`config.mk`:
```
export PLATFORM = sky130hd
export DESIGN_NAME = obb_queue
export DESIGN_NICKNAME = d
export VERILOG_FILES = /design/src/rtl/obb_pkg.sv /design/src/rtl/obb_queue.sv
export SDC_FILE = /design/constraint.sdc
export NUM_CORES = 1
export LEC_CHECK = 0
export ABC_CLOCK_PERIOD_IN_PS = 7500
export BUFFER_PORTS_ARGS = -buffer_cell sky130_fd_sc_hd__buf_2
export CORE_MARGIN = 10
export CORE_UTILIZATION = 50
export CTS_BUF_LIST = sky130_fd_sc_hd__clkbuf_4
export DETAILED_ROUTE_END_ITERATION = 10
export HOLD_SLACK_MARGIN = 0.1
export PLACE_DENSITY = 0.74
export SLEW_MARGIN = 20
export SYNTH_ARGS = -nofsm -noshare
export SYNTH_HDL_FRONTEND = slang
export SYNTH_SLANG_ARGS = --single-unit
```
`constraint.sdc`:
```
create_clock -name clk -period 7.5 [get_ports clk]
set_input_delay 1.5 -clock clk [delete_from_list [all_inputs] [get_ports clk]]
set_output_delay 1.5 -clock clk [all_outputs]
set_load 0.01 [all_outputs]
```
`src/rtl/obb_pkg.sv`:
```
// Package holding the shared types and constants of the box overlap check.
package obb_pkg;

  localparam int CoordW = 24;
  localparam int TrigW  = 16;
  localparam int HalfW  = 16;
  localparam int QueueDepth = 4;
  localparam int QueuePtrW  = 2;

  // One pair of boxes as it travels from the front stage to the back stage.
  typedef struct packed {
    logic signed [CoordW-1:0] acx;
    logic signed [CoordW-1:0] acy;
    logic signed [TrigW-1:0]  ac;
    logic signed [TrigW-1:0]  as_;
    logic [HalfW-1:0]         ahl;
    logic [HalfW-1:0]         ahw;
    logic signed [CoordW-1:0] bcx;
    logic signed [CoordW-1:0] bcy;
    logic signed [TrigW-1:0]  bc;
    logic signed [TrigW-1:0]  bs;
    logic [HalfW-1:0]         bhl;
    logic [HalfW-1:0]         bhw;
  } pair_t;

  // Classified word: the bounding-box verdict plus the data the axis tests need.
  typedef struct packed {
    logic  bound_hit;
    pair_t pair;
  } front_word_t;

endpackage

```
`src/rtl/obb_queue.sv`:
```
// Short first-in first-out queue between the front and back stages.
module obb_queue (
  input  logic                 clk,
  input  logic                 rst,
  input  logic                 wr_valid,
  output logic                 wr_ready,
  input  obb_pkg::front_word_t wr_data,
  output logic                 rd_valid,
  input  logic                 rd_ready,
  output obb_pkg::front_word_t rd_data
);
  import obb_pkg::*;

  front_word_t            slots [QueueDepth];
  logic [QueuePtrW-1:0]   wr_ptr, rd_ptr;
  logic [QueuePtrW:0]     count;
  logic                   do_wr, do_rd;

  assign wr_ready = count != (QueuePtrW+1)'(QueueDepth);
  assign rd_valid = count != '0;
  assign do_wr = wr_valid && wr_ready;
  assign do_rd = rd_valid && rd_ready;
  assign rd_data = slots[rd_ptr];

  always_ff @(posedge clk) begin
    if (rst) begin
      wr_ptr <= '0;
      rd_ptr <= '0;
      count  <= '0;
    end else begin
      if (do_wr) wr_ptr <= wr_ptr + 1'b1;
      if (do_rd) rd_ptr <= rd_ptr + 1'b1;
      count <= count + (QueuePtrW+1)'(do_wr) - (QueuePtrW+1)'(do_rd);
    end
    if (do_wr) slots[wr_ptr] <= wr_data;
  end
endmodule

```
== Yosys cells after proc, flatten, opt, wreduce, memory -nomap -nowiden ==
Memories as Yosys holds them, arrays and structs flattened. A register that Yosys moved wholly into a read port is not among the register bits.
Index checks and enable logic that the tools add are counted.

* Add/subtract/negate cells: 4
* Equality and inequality tests: 1
* Multiplexer cells: 4
* Reduce and logical (&&, ||, !) cells: 3

{| class="wikitable"
|+ Operators by type and width
! operator !! number
|-
| $add 2x1->2 const B || 2
|-
| $mux 2 || 2
|-
| $add 3x1->3 || 1
|-
| $ne 3x3->1 const B || 1
|-
| $reduce_bool 3->1 || 1
|-
| $sub 3x1->3 || 1
|-
| $logic_and 1x1->1 || 2
|-
| $mux 1 || 2
|}

* Register bits: 7
* Bits in writable memories: 900
* Bits of input ports: 229
* Output and inout port bits: 227
* Logic and storage cells: 16
* Memories: 1

{| class="wikitable"
|+ Memories
! memory !! depth !! bits a word !! rd ports !! clocked after Yosys merged registers in !! write ports !! RTL line !! text
|-
| slots || 4 || 225 || 1 || 1 || 1 || obb_queue.sv:14 || <nowiki>front_word_t slots [QueueDepth];</nowiki>
|}

== Depth between registers and ports, before layout ==
* Depth in word-level cells: 4
* Depth in mapped cells: 11
* Mapped depth without buffers: 11

== Least setup slack after synthesis ==
Ideal clock, no wire load.

* Path type: input to register
* Start point: input wr_valid
* End point: memory slots[2][0] (netlist name), enable pin
* Setup time: 614 ps
* Data arrival time: 7021 ps
* Required time: 6886 ps
* Setup slack: -135 ps
* Stages: 2
* Buffers on the path: 0
* Cells stage by stage: a21boi_1 > and2_1

* Word-level cells in the longest chain between the ends: 3

{| class="wikitable"
|+ RTL lines
! item !! RTL line !! text
|-
| start, declared || obb_queue.sv:5 || <nowiki>input logic wr_valid,</nowiki>
|-
| $logic_and 1x1->1 || obb_queue.sv:21 || <nowiki>assign do_wr = wr_valid && wr_ready;</nowiki>
|-
| $mux 1 || obb_queue.sv:35 || <nowiki>if (do_wr) slots[wr_ptr] <= wr_data;</nowiki>
|-
| $mux 1 (implied by the code) || obb_queue.sv:35 ||
|-
| end, declared || obb_queue.sv:14 ||
|}

Every way passes these cells.

==> metrics.md <==
| Metric | Value |
|---|---|
| Vias in the first global route | 16,840 |
| Detailed-route via count | 15,600 |
| Met3 usage in global routing | 7.586% |
| Logic gate share of total power | 22.4% |
| Max FO, Critical Path | 96 |
| # port buffers | 455 |
| Area of the die | 76,490 um^2 |
| Final wirelength | 66,560 um |
| Antenna violations before repair | 30 |
| Max-slew headroom | 35.48% |
| Final clock period utilization by the worst path | 65.72% |
| Grt total ovfl | 0 |
| Max VDD drop | 0.2527 mV |
| Element type at the critical path start | flop |
| Cell types with the largest area share after synthesis | sky130_fd_sc_hd__edfxtp_1 (82%), sky130_fd_sc_hd__mux4_2 (15%), sky130_fd_sc_hd__buf_6 (0.62%) |
| Number of sinks driven by the clock tree | 909 |
| Cells after synthesis | 1,224 |
| Class of the most critical hold timing path | flop to flop |
| Synth Flop Type | sky130_fd_sc_hd__edfxtp_1 |
| Root buf cell | sky130_fd_sc_hd__clkbuf_4 |
| Boundary pin count | 456 |
| Number of nets produced by synthesis | 1,460 |
| Result of the run | complete, no violations |
| Share of the yosys chip area belonging to registers | 82.66% |
| Wire length of the first global-routing pass | 101,200 um |
| Clock power share | 29.6% |
| Overall Power | 13.36 mW |
| Worst setup skew after layout | 0.06267 ns |
| Number of filler cells placed in the layout | 4,588 |
| Switch share | 27.64% |
| Total leakage power | 13.21 nW |
| Most frequent cells in the layout | sky130_fd_sc_hd__edfxtp_1 (900), sky130_fd_sc_hd__buf_2 (455), sky130_fd_sc_hd__clkbuf_4 (306) |
| All-Layer GR Usage | 17.39% |
| Accumulated negative setup slack | 0 ns |
| Number of library cell types mapped by synthesis | 24 |
| Drt wl/cell | 22.72 um |
| Category of the critical setup timing path | flop to output pin |
| Data required, critical path | 6.00 ns |
| Die span in y | 276.6 um |
| Maximum number of pins on one net before global-route repair | 121 |
| Arrival time of the worst setup path | 3.43 ns |
| Vias per Instance | 5.326 |
| Count of synthesis-stage warnings from yosys | 0 |
| Post-Synthesis Cell Area | 32,910 um^2 |
| Post-synthesis async set-or-reset flop share | 0% |
| Number of cells in the design after placement | 2,507 |
| Net switching power | 3.692 mW |
| DRC violation count after routing | 0 |
| Total number of nets in the final design | 2,097 |
| Fraction of post-synthesis cell area in the top cell type by area | 82.11% |
| Core area | 65,510 um^2 |
| Finish-stage setup viols | 0 |
| Clock tree from TritonCTS | done |
| Pre-CTS worst setup slack | 3.209 ns |
| Detailed placer's ending HPWL | 41,690 um |
| Die width | 276.6 um |
| Post-layout minimum cycle time | 4.929 ns |
| Residual antenna-violating net count after detailed routing | 0 |
| Number of buffers created by CTS | 216 |
| Count of non-filler cells in the finished layout | 2,929 |
| CTS hold repair buffers | 0 |
| Hold violation count in the final report | 0 |
| Endpoint class of the critical path | output pin |
| Setup repair after global routing missed its margin | no |
| Count of cells resized by post-cts repair | 0 |
| #FFs+latches synth | 909 |
| EDFF count, synth | 900 |
| Fin Hold WS | 0.5100 ns |
| Busiest layer in global routing | met2 |
| Post-CTS Setup Repair Bufs | 0 |
| Cell taking the most area after synthesis | sky130_fd_sc_hd__edfxtp_1 |
| Seq pwr share | 48.0% |
| Most common cell after layout, fill and taps aside | sky130_fd_sc_hd__edfxtp_1 |
| M2 GR Usage | 28.32% |
| Number of maximum-capacitance violations | 0 |
| Final Slew Violations | 0 |
| Fin worst setup slack | 2.571 ns |
| Grt met1 use | 20.19% |
| Clk buf depth | 3 |
| Cell-internal power | 9.665 mW |
| Initial cell density of the core | 50.24% |
| Power Density | 341.9 nW/um^2 |
| Layout Area Growth over Synthesis | 18.68% |
| H-Tree Level Count | 4 |
| Clock-pin transition on the worst setup and hold timing paths | 0.07 ns |
| Max Clock Freq | 202.9 MHz |
| Mean area per synthesized cell | 26.89 um^2 |
| Last weighted congestion value of the routability-driven placer | 0.7250 |
| Initial drt markers | 1,091 |
| First-pass DRT Iterations | 5 |
| Worst-margin pin slew | 0.9678 ns |
| Number of rows in the core area | 94 |
| Latest clock arrival within the worst-skew pair | 1.00 ns |
| Share of cells above drive strength 1 | 50.54% |
## critical path, cell delays in order (launching register included)
cell and delay, ns:
sky130_fd_sc_hd__dfxtp_4 0.78, sky130_fd_sc_hd__buf_12 0.54, sky130_fd_sc_hd__mux4_2 0.64, sky130_fd_sc_hd__buf_2 0.16
## power groups by stage
| stage | Combinational, mW | Clock, mW | Sequential, mW |
|---|---|---|---|
| floorplan | 2.00 | 0 | 6.47 |
| global placement | 3.05 | 0 | 6.48 |
| detailed placement | 3.07 | 0 | 6.53 |
| CTS | 3.08 | 4.08 | 6.42 |
| global route | 3.22 | 4.37 | 6.46 |
| finish | 2.99 | 3.96 | 6.41 |
## registers in the layout (all words and copies together), names as in the netlist, named ones only
register and cells:
count 3, slots 900, wr_ptr 2, rd_ptr 2
## final cells by class
class / instances / area (um^2) / area share (%)
Antenna cell: 25 / 62.56 / 0.1602
Clock buffer: 306 / 2297 / 5.881
Inverter: 5 / 18.77 / 0.04805
Timing Repair Buffer: 470 / 2490 / 6.374
Clock inverter: 91 / 559.3 / 1.432
Sequential cell: 909 / 27210 / 69.67
Multi-Input combinational cell: 259 / 5340 / 13.67
Tap cell: 864 / 1081 / 2.767
## path summary, 6_finish.rpt
check,start,to,slack (ns),cells past startpoint
max,flop,rd_data[117],2.57,3
min,rd_ptr[1],flop,0.51,2
max reg2reg,count[1],slots[0][96],4.25,4
min reg2reg,rd_ptr[1],flop,0.51,2
## per-stage QoR
stage	utilization, %	area (um^2)
global route	59.57	39020
global placement	55.17	36140
floorplan	-	32920
CTS	59.53	39000
detailed placement	55.17	36140
finish	59.63	39060
## synthesized netlist by cell type (all sizes together) (2+ instances only)
master    n
buf      44
ha        6
dfxtp     9
and2      5
nor2      8
inv       5
nand2b    2
mux4    225
xor2      2
edfxtp  900
clkbuf    7
## logic make-up (layout without fill, tap and decap cells)
group,after synthesis,in the layout,share of synthesized area (%)
other cells,0,25,0
compound gates,3,3,0.07605
mux,227,227,15.46
buf+inv,56,872,1.144
simple gates,19,19,0.2889
fa+ha+maj,7,7,0.2889
flops,909,909,82.66
xor+xnor,3,3,0.07985
## metal layers
layer / wire length, um / part of all wire (%)
met5: 150 / 0.23
met4: 1197 / 1.8
met3: 6613 / 9.9
met2: 34410 / 52
met1: 24190 / 36
Power figures use the tool's default switching activity.
